===== config.mk =====
export PLATFORM = sky130hd
export DESIGN_NAME = upr_front
export DESIGN_NICKNAME = d
export VERILOG_FILES = /design/src/rtl/core/upr_pkg.sv /design/src/rtl/core/upr_front.sv
export SDC_FILE = /design/constraint.sdc
export NUM_CORES = 1
export LEC_CHECK = 0
export ABC_AREA = 0
export BUFFER_PORTS_ARGS = -buffer_cell sky130_fd_sc_hd__buf_2
export CAP_MARGIN = 30
export CORE_AREA = 2 2 95 97
export DETAILED_ROUTE_END_ITERATION = 10
export DIE_AREA = 0 0 97 99
export PLACE_DENSITY = 0.58
export RECOVER_POWER = 100
export SLEW_MARGIN = 20
export SYNTH_ARGS = -nofsm -noshare
export SYNTH_HDL_FRONTEND = slang
export SYNTH_SLANG_ARGS = --single-unit

===== constraint.sdc =====
create_clock -name vclk -period 5.4
set_clock_uncertainty 0.05 [all_clocks]
set_input_delay 0.27 -clock vclk [all_inputs]
set_output_delay 0.27 -clock vclk [all_outputs]
set_load 0.02 [all_outputs]

===== src/rtl/core/upr_pkg.sv =====
// ----------------------------------------------------------------------------
// upr_pkg: shared types and constants for the UDP port receive queues
// Item and result words, operation and status codes, the command word that
// travels from the front end to the back end, and back-end states.
// ----------------------------------------------------------------------------
package upr_pkg;

  localparam int unsigned HANDLE_W = 12;

  // Length checks on a received datagram
  localparam logic [15:0] MIN_FRAME_LEN  = 16'd42;
  localparam logic [15:0] UDP_HDR_LEN    = 16'd8;
  localparam logic [16:0] FRAME_OVERHEAD = 17'd34;

  typedef enum logic [1:0] {
    OP_BIND   = 2'd0,
    OP_UNBIND = 2'd1,
    OP_DGRAM  = 2'd2,
    OP_READ   = 2'd3
  } op_t;

  typedef enum logic [2:0] {
    ST_OK        = 3'd0,
    ST_RANGE     = 3'd1,
    ST_BOUND     = 3'd2,
    ST_UNBOUND   = 3'd3,
    ST_FULL      = 3'd4,
    ST_MALFORMED = 3'd5,
    ST_EMPTY     = 3'd6
  } status_t;

  // Outcome known already at the front end
  typedef enum logic [1:0] {
    KIND_NORMAL    = 2'd0,
    KIND_MALFORMED = 2'd1,
    KIND_RANGE     = 2'd2
  } cmd_kind_t;

  typedef enum logic [1:0] {
    BK_CLEAR   = 2'd0,
    BK_IDLE    = 2'd1,
    BK_LOOKUP  = 2'd2,
    BK_DELIVER = 2'd3
  } back_state_t;

  typedef struct packed {
    op_t                 op;
    logic [15:0]         port;
    logic [15:0]         frame_length;
    logic [15:0]         udp_length;
    logic [31:0]         source_ip;
    logic [15:0]         source_port;
    logic [HANDLE_W-1:0] buffer_handle;
    logic [15:0]         max_length;
  } in_item_t;

  typedef struct packed {
    status_t             status;
    logic [31:0]         out_source_ip;
    logic [15:0]         out_source_port;
    logic [15:0]         out_length;
    logic [HANDLE_W-1:0] out_buffer_handle;
  } out_item_t;

  typedef struct packed {
    op_t                 op;
    cmd_kind_t           kind;
    logic [15:0]         port;
    logic [15:0]         payload_length;
    logic [31:0]         source_ip;
    logic [15:0]         source_port;
    logic [HANDLE_W-1:0] handle;
    logic [15:0]         max_length;
  } cmd_t;

  typedef struct packed {
    logic full;
    logic empty;
  } cmdq_status_t;

endpackage


===== src/rtl/core/upr_front.sv =====
// ----------------------------------------------------------------------------
// upr_front: item intake and classification
// Takes an item when the command queue has room and no table clear runs,
// checks datagram lengths and port range, and forms the back-end command word.
// ----------------------------------------------------------------------------
module upr_front #(
  parameter int unsigned PORT_COUNT  = 64,
  parameter int unsigned HANDLE_BITS = 12
) (
  input  logic                  start,
  input  upr_pkg::in_item_t     in_item,
  input  upr_pkg::cmdq_status_t q_status,
  input  logic                  clearing,
  output logic                  busy,
  output logic                  push,
  output upr_pkg::cmd_t         cmd
);

  localparam int unsigned HW = (HANDLE_BITS < upr_pkg::HANDLE_W) ?
                               HANDLE_BITS : upr_pkg::HANDLE_W;
  localparam logic [upr_pkg::HANDLE_W-1:0] HANDLE_MASK =
    upr_pkg::HANDLE_W'((64'(1) << HW) - 64'(1));
  localparam logic [16:0] PORT_LIMIT = 17'(PORT_COUNT);

  logic malformed;
  logic out_of_range;

  assign busy = clearing | q_status.full;
  assign push = start & ~busy;

  assign malformed = (in_item.frame_length < upr_pkg::MIN_FRAME_LEN) ||
                     (in_item.udp_length < upr_pkg::UDP_HDR_LEN) ||
                     ({1'b0, in_item.frame_length} <
                      (upr_pkg::FRAME_OVERHEAD + {1'b0, in_item.udp_length}));
  assign out_of_range = ({1'b0, in_item.port} >= PORT_LIMIT);

  always_comb begin
    cmd.op             = in_item.op;
    cmd.port           = in_item.port;
    cmd.payload_length = in_item.udp_length - upr_pkg::UDP_HDR_LEN;
    cmd.source_ip      = in_item.source_ip;
    cmd.source_port    = in_item.source_port;
    cmd.handle         = in_item.buffer_handle & HANDLE_MASK;
    cmd.max_length     = in_item.max_length;
    // length checks win over the range check, and apply to datagrams only
    if ((in_item.op == upr_pkg::OP_DGRAM) && malformed) begin
      cmd.kind = upr_pkg::KIND_MALFORMED;
    end else if (out_of_range) begin
      cmd.kind = upr_pkg::KIND_RANGE;
    end else begin
      cmd.kind = upr_pkg::KIND_NORMAL;
    end
  end

endmodule


==> metrics.txt <==
total via count in the routed design=1,297; count of buffers inserted at the top-level ports=a little under 80; detailed-route vias per instance=between 4 and 5; number of global-route vias before repair=between 1,000 and 1,500; wire per inst=14.1 µm; area share of the leading cell type in the synthesized netlist=between 40% and 50%; portion of the clock cycle consumed by the worst path in the final layout=between 50% and 60%; Die Width=between 90 and 100 µm; area of the mapped netlist=1660 µm²; Ys Warns=0; total negative setup slack=0 ns; final worst path period need=~3.2 ns; status=finished clean; quantity of hold-fixing buffers added after cts=0; DP Worst Slack=2.43 ns; reported max-cap violation count=0; kind of launch point of the worst setup path=primary input; Static Leak=between 0.0005 and 0.0006 µW; fmax=0.313 GHz; Syn Inst Count=about 230; slew at the pin closest to its max-slew limit=about 0.36 ns; maximum VDD drop=22.7 µV; most used standard cell by instance count after synthesis=sky130_fd_sc_hd__buf_4; clock buffer count in the final layout=0; number of different library cells in the post-synthesis netlist=36; core area=roughly 8600 µm²; wire length of the first global-routing pass=6580 µm; total wirelength of the detailed-routed design=between 4000 and 5000 µm; hold wc startpoint=in_item[17]; Net Count, Synth=374; total power per unit cell area=79.8 nW/µm²; GRT Total Usage=under 10%; largest net degree at the start of global routing=10; Pins Over Slew Limit=0; headroom to the max-slew limit=around three quarters; final RePlAce weighted congestion=roughly 0.70; net count reported at finish=between 300 and 400; post-route setup slack=about 2.2 ns; global routing usage on met3=~2.8%; first drt pass iteration count=4; Setup Viol. Count Final=0; largest fanout on the critical path=7; Iter 0 DRT Violations=23; count of final hold-check violations=0; CTS-repair resized insts=0; RSZ-0062 raised after global routing=no; Req. time, crit path=between 5 and 6 ns; synth-to-layout area growth=-17.0%; post-synthesis sequential area ratio=0%; number of design rule violations left after detail routing=0; Setup crit start=in_item[79]; share of layout cells above drive strength 1=25.1%; final antenna-violating net count=0; Cell Rows=34; starting density of the core=slightly below 20%; Die H=~99 µm; initial antenna violation count=0; busiest metal layer after global routing=met2; overflow left after global routing=0; antenna diode instance count=0; Post-DP HPWL=slightly above 4000 µm; num ports=roughly 240; CP Data Arrival Time=approximately 2.9 ns; top area cells in the synthesized netlist=sky130_fd_sc_hd__buf_4 44%, sky130_fd_sc_hd__ha_1 14%, sky130_fd_sc_hd__xor2_1 7.4%, sky130_fd_sc_hd__xnor2_1 5.3%, sky130_fd_sc_hd__nand3_1 3.0%; sequential cell count=0; M2 GR Usage=around 17%; setup repair bufs after CTS=0; average footprint of a synthesized cell=7.34 µm²; M1 GR Usage=8.29%; Critical Setup Path Class=in -> out; CP endpoint kind=primary output; most used standard cells in the synthesized netlist=97 x sky130_fd_sc_hd__buf_4, 18 x sky130_fd_sc_hd__ha_1, 14 x sky130_fd_sc_hd__xor2_1; post-synth top area cell=sky130_fd_sc_hd__buf_4; class of the most critical hold timing path=in -> out; Die Footprint=between 9000 and 10,000 µm²; Reg area=0 µm²
==> critical path, cell delays in order <==
cell                       delay, ns
sky130_fd_sc_hd__clkbuf_1       0.24
sky130_fd_sc_hd__a41oi_1        0.24
sky130_fd_sc_hd__nor2_1         0.34
sky130_fd_sc_hd__nand4_1        0.15
sky130_fd_sc_hd__xor2_1         0.17
sky130_fd_sc_hd__ha_1           0.29
sky130_fd_sc_hd__nand3_1        0.16
sky130_fd_sc_hd__o211ai_1       0.13
sky130_fd_sc_hd__a211oi_1       0.21
sky130_fd_sc_hd__o41a_1         0.25
sky130_fd_sc_hd__o211a_1        0.19
sky130_fd_sc_hd__clkbuf_1       0.23
==> cell type report <==
| class | instances | area (µm²) |
|---|---|---|
| fill | 1003 | 7170 |
| multi-input combinational | 117 | 861 |
| timing repair buffer | 79 | 355 |
| tap | 108 | 135 |
| inverter | 7 | 26.3 |
==> layout by cell type (no fill, tap or decap) <==
| cell type | instances |
|---|---|
| sky130_fd_sc_hd__or4_4 | 1 |
| sky130_fd_sc_hd__nor2b_1 | 2 |
| sky130_fd_sc_hd__or2_2 | 1 |
| sky130_fd_sc_hd__a21oi_1 | 6 |
| sky130_fd_sc_hd__ha_1 | 18 |
| sky130_fd_sc_hd__nand4_1 | 6 |
| sky130_fd_sc_hd__o211ai_1 | 1 |
| sky130_fd_sc_hd__nand3_1 | 10 |
| sky130_fd_sc_hd__o211a_1 | 1 |
| sky130_fd_sc_hd__a41oi_1 | 1 |
| sky130_fd_sc_hd__xor2_1 | 14 |
| sky130_fd_sc_hd__inv_1 | 7 |
| sky130_fd_sc_hd__o21a_1 | 1 |
| sky130_fd_sc_hd__a31oi_1 | 1 |
| sky130_fd_sc_hd__nand2_1 | 10 |
| sky130_fd_sc_hd__o21ai_0 | 3 |
| sky130_fd_sc_hd__o21ai_1 | 1 |
| sky130_fd_sc_hd__or3_2 | 1 |
| sky130_fd_sc_hd__a211oi_1 | 1 |
| sky130_fd_sc_hd__clkbuf_1 | 32 |
| sky130_fd_sc_hd__or2_0 | 1 |
| sky130_fd_sc_hd__a21o_1 | 1 |
| sky130_fd_sc_hd__buf_2 | 47 |
| sky130_fd_sc_hd__and4_1 | 1 |
| sky130_fd_sc_hd__nor2_1 | 10 |
| sky130_fd_sc_hd__nor3_1 | 3 |
| sky130_fd_sc_hd__o41a_1 | 1 |
| sky130_fd_sc_hd__xnor2_1 | 10 |
| sky130_fd_sc_hd__and4_2 | 1 |
| sky130_fd_sc_hd__or4_1 | 2 |
| sky130_fd_sc_hd__o2111ai_1 | 1 |
| sky130_fd_sc_hd__nor4_1 | 6 |
| sky130_fd_sc_hd__nand3b_1 | 1 |
==> final timing paths <==
check / slack [ns] / cells past startpoint / endpoint
min: 0.49 / 0 / cmd[17]
max: 2.21 / 12 / cmd[108]
==> report_power, final <==
| group | leakage [µW] | internal, µW | switching (µW) |
|---|---|---|---|
| combinational | 0.000596 | 42.8 | 67.2 |
| sequential | 0 | 0 | 0 |
| clock | 0 | 0 | 0 |
| total | 0.000596 | 42.8 | 67.2 |
==> per-layer routing <==
layer / vias to the layer above / wire length [µm]
met5: - / 0
met2: 93 / 2270
met1: 554 / 1520
li1: 624 / -
met4: 0 / 91
met3: 26 / 511
==> per-stage QoR <==
step / total power, µW / hold slack, ns / cells / utilization, % / cell area, µm²
floorplan: 165 / 0.576 / 226 / - / 1660
global placement: 112 / 0.490 / 311 / 16.6 / 1420
detailed placement: 115 / 0.490 / 311 / 16.6 / 1420
CTS: 116 / 0.490 / 311 / 16.6 / 1420
global route: 124 / 0.490 / 311 / 16.1 / 1380
finish: 110 / 0.490 / 311 / 16.1 / 1380
==> cells by family (layout without fill, tap and decap cells) <==
logic type / count (synthesis) / in the layout / share of synthesized area [%]
AOI/OAI and AO/OA: 19 / 19 / 7.54
xor gates and xnor gates: 24 / 24 / 12.7
adders and majority gates: 18 / 18 / 13.6
buffers and inverters: 109 / 86 / 48.1
and+or+nand+nor: 56 / 56 / 18.1
No activity file was read; power rests on OpenSTA's default activity.
