File: src/rtl/core/upr_pkg.sv
// ----------------------------------------------------------------------------
// upr_pkg: shared types and constants for the UDP port receive queues
// Item and result words, operation and status codes, the command word that
// travels from the front end to the back end, and back-end states.
// ----------------------------------------------------------------------------
package upr_pkg;

  localparam int unsigned HANDLE_W = 12;

  // Length checks on a received datagram
  localparam logic [15:0] MIN_FRAME_LEN  = 16'd42;
  localparam logic [15:0] UDP_HDR_LEN    = 16'd8;
  localparam logic [16:0] FRAME_OVERHEAD = 17'd34;

  typedef enum logic [1:0] {
    OP_BIND   = 2'd0,
    OP_UNBIND = 2'd1,
    OP_DGRAM  = 2'd2,
    OP_READ   = 2'd3
  } op_t;

  typedef enum logic [2:0] {
    ST_OK        = 3'd0,
    ST_RANGE     = 3'd1,
    ST_BOUND     = 3'd2,
    ST_UNBOUND   = 3'd3,
    ST_FULL      = 3'd4,
    ST_MALFORMED = 3'd5,
    ST_EMPTY     = 3'd6
  } status_t;

  // Outcome known already at the front end
  typedef enum logic [1:0] {
    KIND_NORMAL    = 2'd0,
    KIND_MALFORMED = 2'd1,
    KIND_RANGE     = 2'd2
  } cmd_kind_t;

  typedef enum logic [1:0] {
    BK_CLEAR   = 2'd0,
    BK_IDLE    = 2'd1,
    BK_LOOKUP  = 2'd2,
    BK_DELIVER = 2'd3
  } back_state_t;

  typedef struct packed {
    op_t                 op;
    logic [15:0]         port;
    logic [15:0]         frame_length;
    logic [15:0]         udp_length;
    logic [31:0]         source_ip;
    logic [15:0]         source_port;
    logic [HANDLE_W-1:0] buffer_handle;
    logic [15:0]         max_length;
  } in_item_t;

  typedef struct packed {
    status_t             status;
    logic [31:0]         out_source_ip;
    logic [15:0]         out_source_port;
    logic [15:0]         out_length;
    logic [HANDLE_W-1:0] out_buffer_handle;
  } out_item_t;

  typedef struct packed {
    op_t                 op;
    cmd_kind_t           kind;
    logic [15:0]         port;
    logic [15:0]         payload_length;
    logic [31:0]         source_ip;
    logic [15:0]         source_port;
    logic [HANDLE_W-1:0] handle;
    logic [15:0]         max_length;
  } cmd_t;

  typedef struct packed {
    logic full;
    logic empty;
  } cmdq_status_t;

endpackage

File: src/rtl/core/upr_cmd_queue.sv
// ----------------------------------------------------------------------------
// upr_cmd_queue: two-entry command queue
// Decouples the intake from the port-state engine.
// ----------------------------------------------------------------------------
module upr_cmd_queue (
  input  logic                  clk,
  input  logic                  rst_n,
  input  logic                  push,
  input  upr_pkg::cmd_t         push_cmd,
  input  logic                  pop,
  output upr_pkg::cmd_t         head,
  output upr_pkg::cmdq_status_t status
);

  localparam int unsigned DEPTH = 2;
  localparam int unsigned PTR_W = $clog2(DEPTH);

  upr_pkg::cmd_t    entries_r [DEPTH];
  logic [PTR_W-1:0] wr_ptr_r, wr_ptr_nxt;
  logic [PTR_W-1:0] rd_ptr_r, rd_ptr_nxt;
  logic [PTR_W:0]   count_r, count_nxt;
  logic             do_push, do_pop;

  assign status.full  = (count_r == (PTR_W + 1)'(DEPTH));
  assign status.empty = (count_r == '0);
  assign do_push      = push & ~status.full;
  assign do_pop       = pop & ~status.empty;
  assign head         = entries_r[rd_ptr_r];

  always_comb begin
    wr_ptr_nxt = do_push ? wr_ptr_r + 1'b1 : wr_ptr_r;
    rd_ptr_nxt = do_pop ? rd_ptr_r + 1'b1 : rd_ptr_r;
    count_nxt  = count_r + (PTR_W + 1)'(do_push) - (PTR_W + 1)'(do_pop);
  end

  always_ff @(posedge clk) begin
    if (!rst_n) begin
      wr_ptr_r <= '0;
      rd_ptr_r <= '0;
      count_r  <= '0;
    end else begin
      wr_ptr_r <= wr_ptr_nxt;
      rd_ptr_r <= rd_ptr_nxt;
      count_r  <= count_nxt;
    end
  end

  always_ff @(posedge clk) begin
    if (do_push) begin
      entries_r[wr_ptr_r] <= push_cmd;
    end
  end

endmodule

File: config.mk
export PLATFORM = sky130hd
export DESIGN_NAME = upr_cmd_queue
export DESIGN_NICKNAME = d
export VERILOG_FILES = /design/src/rtl/core/upr_pkg.sv /design/src/rtl/core/upr_cmd_queue.sv
export SDC_FILE = /design/constraint.sdc
export NUM_CORES = 1
export LEC_CHECK = 0
export BUFFER_PORTS_ARGS = -buffer_cell sky130_fd_sc_hd__buf_2
export CAP_MARGIN = 20
export CORE_AREA = 3 3 131 133
export CTS_CLUSTER_DIAMETER = 80
export CTS_CLUSTER_SIZE = 28
export DETAILED_ROUTE_END_ITERATION = 10
export DIE_AREA = 0 0 134 136
export HOLD_SLACK_MARGIN = 0.02
export PLACE_DENSITY = 0.9
export SLEW_MARGIN = 0
export SYNTH_ARGS = -nofsm -noshare
export SYNTH_HDL_FRONTEND = slang
export SYNTH_SLANG_ARGS = --single-unit
File: constraint.sdc
create_clock -name clk -period 7.45 [get_ports clk]
set_input_delay 0.3725 -clock clk [delete_from_list [all_inputs] [get_ports clk]]
set_output_delay 0.3725 -clock clk [all_outputs]
set_load 0.02 [all_outputs]
==> results of run 1 <==
## routing by layer
metal / up-vias / wire (µm) / track usage [%]
li1: 1939 / - / -
met3: 22 / 1320 / 5.18
met1: 2040 / 5710 / 18.4
met4: 0 / 343 / 3.89
met5: - / 0 / 0
met2: 197 / 7860 / 29.2
## placed cells by master, fill, tap and decap left out, types with 2 or more instances in the layout
cell type and n:
dfxtp_1 4, clkbuf_16 13, mux2_2 112, ha_1 2, buf_2 229, edfxtp_1 224
clkbuf_1 3, nand2b_1 2, inv_1 3, and2_1 2, nand2_1 2, buf_4 4
nor2_1 4
## state kept, by name, summed over array words and instances (netlist names), named ones only
signal	flops
wr_ptr_r	1
rd_ptr_r	1
entries_r	224
count_r	2
## per-stage QoR
step,hold WS (ns),utilization [%]
after floorplan,0.455,-
after global placement,0.501,60.7
after detailed placement,0.515,60.7
after CTS,0.0695,63.1
after global routing,0.0642,63.1
final,0.0827,63.1
## power by group through the flow
stage                     Combinational (mW)  Sequential [mW]  Clock [mW]
after global placement                  1.04             1.77           0
after global routing                    1.12             1.77       0.763
final                                   1.05             1.75       0.700
after floorplan                        0.789             1.75           0
after detailed placement                1.06             1.78           0
after CTS                               1.07             1.76       0.721
## kinds of logic after synthesis
family | count (synthesis) | synth area share [%]
buffers and inverters | 15 | 1.49
flip-flops | 229 | 81.9
multiplexers | 113 | 15.3
adder cells (fa/ha/maj) | 2 | 0.300
AO/OA/AOI/OAI | 1 | 0.0901
XOR/XNOR | 2 | 0.210
AND/OR/NAND/NOR | 13 | 0.751
## cell type report
type | instances | area, µm² | area share [%]
multi-input cells | 131 | 1400 | 13.9
inverters | 3 | 11.3 | 0.112
clock inverters | 3 | 32.5 | 0.324
flip-flops and latches | 229 | 6830 | 67.9
clock buffers | 16 | 337 | 3.35
repair buffers | 233 | 1180 | 11.7
well taps | 216 | 270 | 2.69
## critical path: stages, from the launching register on
cell     delay [ns]
dfxtp_4        0.80
buf_4          0.70
mux2_2         0.43
buf_2          0.16
## worst paths after layout
path	from	endpoint	slack [ns]	depth (start not counted)
max	flop	head[93]	4.39	3
min	push_cmd[23]	entries_r[1][23]	0.08	1
max reg2reg	count_r[0]	entries_r[0][16]	4.88	5
min reg2reg	rd_ptr_r	flop	0.54	2
==> metrics.txt, run 1 <==
post-route cell area=between 0.01 and 0.015 mm²; Int Pwr=about 2.4 mW; Die Width=around 130 µm; clock buffer depth=3; # setup viols final=0; Crit Path Max Fanout=about 60; CTS HTree Levels=1; register area share after synthesis=between 80% and 90%; relative slew slack=about 45%; Combinational Power Share=a little under a third; fillers=about 1100; status=finished, final reports clean; Net Count, Synth=493; cell count after synthesis=375; Initial Utilization=a little over half; Slew @ Worst Pin=approximately 0.83 ns; ant diodes=0; Die Ht=136 µm; DRC viols=0; gpl congestion=between 0.7 and 0.8; Detailed Routing Iterations Pass 1=5; synthesized area=between 0.008 and 0.009 mm²; Power Density=~350 mW/mm²; post-cts hold buffer count=0; clk_lat worst skew=0.47 ns; DR WL/cell=between 15 and 20 µm; Post-synth EDFFs=between 200 and 250; FFs w/ async S/R, synth=0%; Tmin final=~3.1 ns; core footprint=0.0159 mm²; final worst-path setup slack=between 4 and 5 ns; CTS buffer count=12; WL final=between 15000 and 20000 µm; first-pass GRT wire length=23000 µm; number of global-route vias before repair=4490; Worst Setup Path Type=flop to output port; Synth top cells by count=224 x edfxtp_1, 112 x mux2_2, 8 x buf_6; clk_skew=roughly 0.016 ns; area leader, netlist=edfxtp_1; clock power share=20.0%; num ports=between 200 and 250; sequential power share=50.0%; CTS clock-pin slew for the worst setup and hold paths=around 0.10 ns; largest net degree at the start of global routing=63; cell with the most instances after synthesis=edfxtp_1; post-place setup slack=roughly 5 ns; initial antenna violation count=0; fmax=327 MHz; Via Count=4198; Inst Count DP=between 800 and 900; Psw=around 1.1 mW; DRT antenna net count=0; Area Overhead vs Synth=20.6%; Final Hold Vio Count=0; post_cts resized=0; die area=approximately 0.018 mm²; Post-CTS Setup Inserts=0; hpwl dp=approximately 10000 µm; top cell type's share of synthesized area=~80%; YS warnings=0; global-route usage over all layers=~16%; worst endpoint data arrival time=2.68 ns; hold crit path type=input port to flop; layout cell share with drive strength beyond 1=59.2%; worst path required time=about 7.1 ns; Setup crit start kind=flop; vias per cell=just over 5; kind of end point of the critical path=output port; dpl cell area=0.00968 mm²; gr ovfl total=0; Initial DRC Count=around 260; period utilization=approximately two fifths; clock sink total=229; Static Leak=3.72 nW; FF+latch count, synth=around 230; sw frac=between 30% and 40%; max_cap viols=0; Mean Syn Cell Area=approximately 22 µm²; RSZ-0062 raised after global routing=false; ys flop type=edfxtp_1; Tot Pwr=3.50 mW; root buf cell=clkbuf_16; Max Slew Vio Count=0; Peak supply drop=0.000284 V; Distinct cells, synth=18; Non-Filler Instances=roughly 830; Buffers on Ports=around 230; CTS tree=built; setup_tns=0 ns; Synth area leaders=edfxtp_1 81%, mux2_2 15%, dfxtp_1 1.2%, buf_6 1.1%, ha_1 0.30%; Layout Nets=around 730; num rows=between 40 and 50
Note: power is estimated with default switching activity, not from simulation.
==> run 2: changes to the inputs <==
==> constraint.sdc (replaced) <==
create_clock -name clk -period 3.1 [get_ports clk]
set_input_delay 0.155 -clock clk [delete_from_list [all_inputs] [get_ports clk]]
set_output_delay 0.155 -clock clk [all_outputs]
set_load 0.02 [all_outputs]
==> run 2 against run 1 <==
Against the previous run: clock skew increased by 0.012 ns; sequential power increased by 140%; cell count increased by 14%; critical path depth unchanged; register-to-register slack got worse by 3.7 ns; non-clock buffer count increased by 115; global-route usage increased by 3.0 points; routed wire length increased by 17%; clock-buffer cell count increased by 1; via count increased by 12%.
==> metrics.txt, run 2 (synthesized netlist as in run 1, its figures left out) <==
# setup viols final=0; Initial DRC Count=around 250; Reg with most FFs=entries_r; Tmin final=2.28 ns; Area Overhead vs Synth=34.6%; fillers=between 900 and 1000; Static Leak=around 4.2 nW; Final Hold Vio Count=0; vias per cell=about 5; post_cts resized=0; layout cell share with drive strength beyond 1=50.0%; clock sink total=~230; num ports=230; die area=between 0.015 and 0.02 mm²; Non-Filler Instances=between 900 and 1000; sum of buffers and inverters on the critical path=2; fmax=between 400 and 500 MHz; Setup crit end=head[99]; hold crit path type=input port to flop; most frequent cells in the layout=229 x buf_2, 224 x edfxtp_1, 113 x dlygate4sd3_1; gpl congestion=0.735; met2 GRT Util=about 37%; Min-Delay Path Depth=3; worst endpoint data arrival time=around 2.1 ns; number of global-route vias before repair=about 5200; CTS clock-pin slew for the worst setup and hold paths=0.09 ns; relative slew slack=~48%; WL final=about 18000 µm; CTS HTree Levels=1; clk_lat worst skew=roughly 0.47 ns; slowest cell on the critical path=dfxtp_4; Via Count=4686; Detailed Routing Iterations Pass 1=6; status=finished, final reports clean; register area=0.00683 mm²; most common cell after layout, fill and taps aside=buf_2; Setup crit start kind=flop; met1 usage in global routing=21.2%; Tot Pwr=roughly 8.6 mW; Worst path max stage delay=0.64 ns; DRT antenna net count=0; largest net degree at the start of global routing=60; CP Cell Sequence=buf_4 -> mux2_2 -> buf_2; hpwl dp=around 11000 µm; top flop regs=entries_r (224), count_r (2); Initial Utilization=52.3%; gr ovfl total=0; max FFs per register=224; crit-path leading delay family=flip-flops; core footprint=around 0.016 mm²; met3 GRT Util=under 10%; Power Density=768 mW/mm²; DR WL/cell=between 15 and 20 µm; Buffers on Ports=between 200 and 250; RR Endpoint=entries_r[1][46]; Inst Count DP=a little over 800; worst path required time=roughly 2.9 ns; reg2reg setup slack=1.21 ns; Slew @ Worst Pin=0.778 ns; Layout Nets=~840; Levels on crit path=3; first-pass GRT wire length=approximately 27000 µm; RSZ-0062 raised after global routing=false; Crit Path Max Fanout=32; Peak supply drop=between 0.0006 and 0.0007 V; Die Width=~130 µm; R2R depth=3; Worst Setup Path Type=flop to output port; root buf cell=clkbuf_16; global-route usage over all layers=approximately a fifth; num rows=46; period utilization=about three quarters; max_cap viols=0; ant diodes=0; DRC viols=0; clock buffer depth=3; CTS tree=built; kind of end point of the critical path=output port; setup_tns=0 ns; clk_skew=~0.028 ns; Max Slew Vio Count=0; Die Ht=~140 µm; area of the multi-input gates=0.00140 mm²; Crit Reg-Reg Startpoint=count_r[0]; CTS buffer count=12; initial antenna violation count=0; grt peak-use layer=met2
[run 2: cell types whose count changed in the layout (fill, tap and decap cells not counted), sizes merged]
cell,change
buf,+2
clkinv,-1
dlygate4sd3,+113
clkbuf,+1
[run 2: worst min path at each step]
stage	from	to	slack, ns
after floorplan	push_cmd[0]	entries_r[0][0]	0.25
after CTS	push	wr_ptr_r	0.08
final	push	wr_ptr_r	0.10
after detailed placement	push_cmd[64]	entries_r[1][64]	0.35
after global routing	push	wr_ptr_r	0.13
after global placement	push_cmd[4]	entries_r[0][4]	0.34
[run 2: through the flow]
stage	setup WS, ns	hold WS (ns)	utilization, %	instance area (µm²)
2_1_floorplan	0.400	0.254	-	8340
3_3_place_gp	1.36	0.342	61.0	9720
3_5_place_dp	1.24	0.346	61.0	9720
4_1_cts	0.817	0.0826	70.4	11200
5_1_grt	0.704	0.131	70.4	11200
6_report	0.821	0.100	70.4	11200
[run 2: layer usage]
| metal | part of all wire, % | vias up |
|---|---|---|
| met4 | 2.1 | 0 |
| met5 | 0 | - |
| met1 | 37 | 2310 |
| li1 | - | 2169 |
| met2 | 56 | 181 |
| met3 | 5.6 | 26 |
[run 2: cell type report]
type                       count  area share [%]
clock buffer                  17            3.03
clock inverter                 2           0.212
inverter                       3           0.100
multi-input combinational    131            12.4
sequential                   229            60.9
tap                          216            2.41
timing repair buffer         348            20.9
[run 2: power breakdown]
part           internal, mW  switching, mW  total, mW
logic                  1.12           1.63       2.75
registers              3.99          0.187       4.18
clock network         0.790          0.894       1.68
[run 2: what timing repair did]
item	in CTS	in global routing
setup buffers	0	0
hold endpoints to repair	229	0
hold buffers	113	0
[run 2: worst reg2reg max path: cells and delay by family (launching register included)]
family | cells | cell delay, ns
and+or+nand+nor | 2 | 0.73
buffers and inverters | 1 | 0.37
DFF | 1 | 0.39
==> run 3: changes to the inputs <==
--- a/config.mk
+++ b/config.mk
@@ -7,13 +7,13 @@
 export LEC_CHECK = 0
 export BUFFER_PORTS_ARGS = -buffer_cell sky130_fd_sc_hd__buf_2
 export CAP_MARGIN = 20
-export CORE_AREA = 3 3 131 133
+export CORE_AREA = 3 3 138 140
 export CTS_CLUSTER_DIAMETER = 80
 export CTS_CLUSTER_SIZE = 28
 export DETAILED_ROUTE_END_ITERATION = 10
-export DIE_AREA = 0 0 134 136
+export DIE_AREA = 0 0 141 143
 export HOLD_SLACK_MARGIN = 0.02
-export PLACE_DENSITY = 0.9
+export PLACE_DENSITY = 0.86
 export SLEW_MARGIN = 0
 export SYNTH_ARGS = -nofsm -noshare
 export SYNTH_HDL_FRONTEND = slang
==> constraint.sdc (replaced) <==
create_clock -name clk -period 1.85 [get_ports clk]
set_input_delay 0.0925 -clock clk [delete_from_list [all_inputs] [get_ports clk]]
set_output_delay 0.0925 -clock clk [all_outputs]
set_load 0.02 [all_outputs]
==> run 3 against run 2 <==
Against the previous run: sequential power increased by 65%; die area rose by 11%; utilization is 7.2 points lower; clock power is 76% higher; register-to-register slack worse by 1.0 ns; combinational power increased by 76%; cell count grew 1.5%; largest power group unchanged; sequential share of layout area decreased by 0.71 points; setup slack worse by 0.81 ns; cell area grew 1.2%; clock skew decreased by 0.012 ns; clock-buffer cell count is 1 lower.
==> metrics.txt, run 3 (synthesized netlist as in run 1, its figures left out) <==
Reg with most FFs=entries_r; CTS buffer count=12; clock power share=about a fifth; hold crit path type=input port to flop; sequential power share=47.0%; Crit Path Max Fanout=between 50 and 60; Slew @ Worst Pin=around 0.34 ns; layout cell share with drive strength beyond 1=50.5%; DR WL/cell=about 18 µm; period utilization=between 90% and 100%; Power Density=1290 mW/mm²; num ports=230; Die Ht=~140 µm; fmax=544 MHz; CTS HTree Levels=1; root buf cell=clkbuf_16; Crit Reg-Reg Startpoint=count_r[1]; clock buffer depth=3; R2R depth=7; ant diodes=0; Combinational Power Share=32.9%; Layout Nets=between 800 and 900; kind of end point of the critical path=output port; Detailed Routing Iterations Pass 1=4; die area=between 0.02 and 0.025 mm²; DRC viols=0; fillers=1219; post-layout util=a little over three fifths; Inst Count DP=827; clk_lat worst skew=approximately 0.46 ns; largest net degree at the start of global routing=60; DRT antenna net count=0; Non-Filler Instances=960; Static Leak=around 4.3 nW; Area Overhead vs Synth=36.2%; Post-CTS Setup Inserts=0; Setup crit start kind=flop; Max Slew Vio Count=0; Tmin final=1.84 ns; Via Count=4708; status=finished, final reports clean; Initial Utilization=46.4%; gpl congestion=0.719; max_cap viols=0; num rows=between 40 and 50; setup_tns=0 ns; worst endpoint data arrival time=1.75 ns; number of global-route vias before repair=between 5000 and 6000; vias per cell=4.90; Tot Pwr=between 10 and 15 mW; sw frac=31.0%; worst path required time=between 1.5 and 2 ns; first-pass GRT wire length=26300 µm; WL final=17300 µm; # setup viols final=0; Int Pwr=a little over 10 mW; Peak supply drop=approximately 0.00092 V; RSZ-0062 raised after global routing=true; RR Endpoint=count_r[1]; clk_skew=around 0.015 ns; Final Hold Vio Count=0; global-route usage over all layers=16.3%; Worst Setup Path Type=flop to output port; core footprint=~0.018 mm²; top flop regs=entries_r (224), count_r (2); max FFs per register=~220; gr ovfl total=0; hpwl dp=10600 µm; CTS tree=built; reg2reg setup slack=about 0.21 ns; relative slew slack=between 70% and 80%; Buffers on Ports=between 200 and 250; Die Width=around 140 µm; Setup crit end=head[19]; most common cell after layout, fill and taps aside=buf_2; most frequent cells in the layout=229 x buf_2, 224 x edfxtp_1, 114 x dlygate4sd3_1; Initial DRC Count=216; Psw=4.55 mW; CTS clock-pin slew for the worst setup and hold paths=~0.1 ns; clock sink total=about 230; initial antenna violation count=0
[run 3: worst max-delay path: stages, from the launching register on]
cell and delay [ns]:
dfxtp_4 0.40, buf_16 0.29, mux2_2 0.39, buf_2 0.16
[run 3: how the worst min path moves through the flow]
stage / from / to / slack [ns] / depth (start not counted)
CTS: pop / flop / 0.04 / 4
global placement: push_cmd[27] / entries_r[0][27] / 0.28 / 1
finish: pop / flop / 0.05 / 4
floorplan: push_cmd[0] / entries_r[0][0] / 0.19 / 0
global route: pop / rd_ptr_r / 0.1 / 4
detailed placement: push_cmd[43] / entries_r[1][43] / 0.28 / 1
[run 3: per-stage QoR]
stage | setup WS (ns) | instance area, µm² | hold slack (ns)
final | 0.0106 | 11400 | 0.0513
after global routing | -0.0359 | 11400 | 0.0976
after CTS | 0.000171 | 11300 | 0.0383
after detailed placement | 0.231 | 9810 | 0.283
after global placement | 0.323 | 9810 | 0.279
after floorplan | -0.755 | 8360 | 0.191
[run 3: layout make-up]
| type | count | area (µm²) | share of cell area (%) |
|---|---|---|---|
| clock inverters | 3 | 50.0 | 0.441 |
| multi-input cells | 131 | 1420 | 12.5 |
| inverters | 3 | 11.3 | 0.0992 |
| clock buffers | 16 | 337 | 2.96 |
| repair buffers | 349 | 2420 | 21.3 |
| well taps | 229 | 287 | 2.52 |
| flip-flops and latches | 229 | 6830 | 60.2 |
[run 3: routing by layer]
metal  vias to the layer above  track usage [%]  part of all wire, %
met5                         -                0                    0
met4                         0             4.23                  2.2
met3                        30             3.52                  6.0
met2                       184             31.2                   55
met1                      2323             18.6                   37
li1                       2171                -                    -
[run 3: power groups by stage]
stage,combinational (mW),sequential (mW),clock (mW)
after floorplan,3.20,6.96,0
final,4.83,6.90,2.95
after CTS,4.81,6.90,3.04
after global placement,4.49,6.94,0
after global routing,5.12,6.97,3.23
after detailed placement,4.60,7.02,0
[run 3: repair_timing]
action | CTS | global route
setup endpoints to repair | 0 | 83
hold buffers | 114 | 0
gates resized for setup | 0 | 3
hold endpoints to repair | 229 | 0
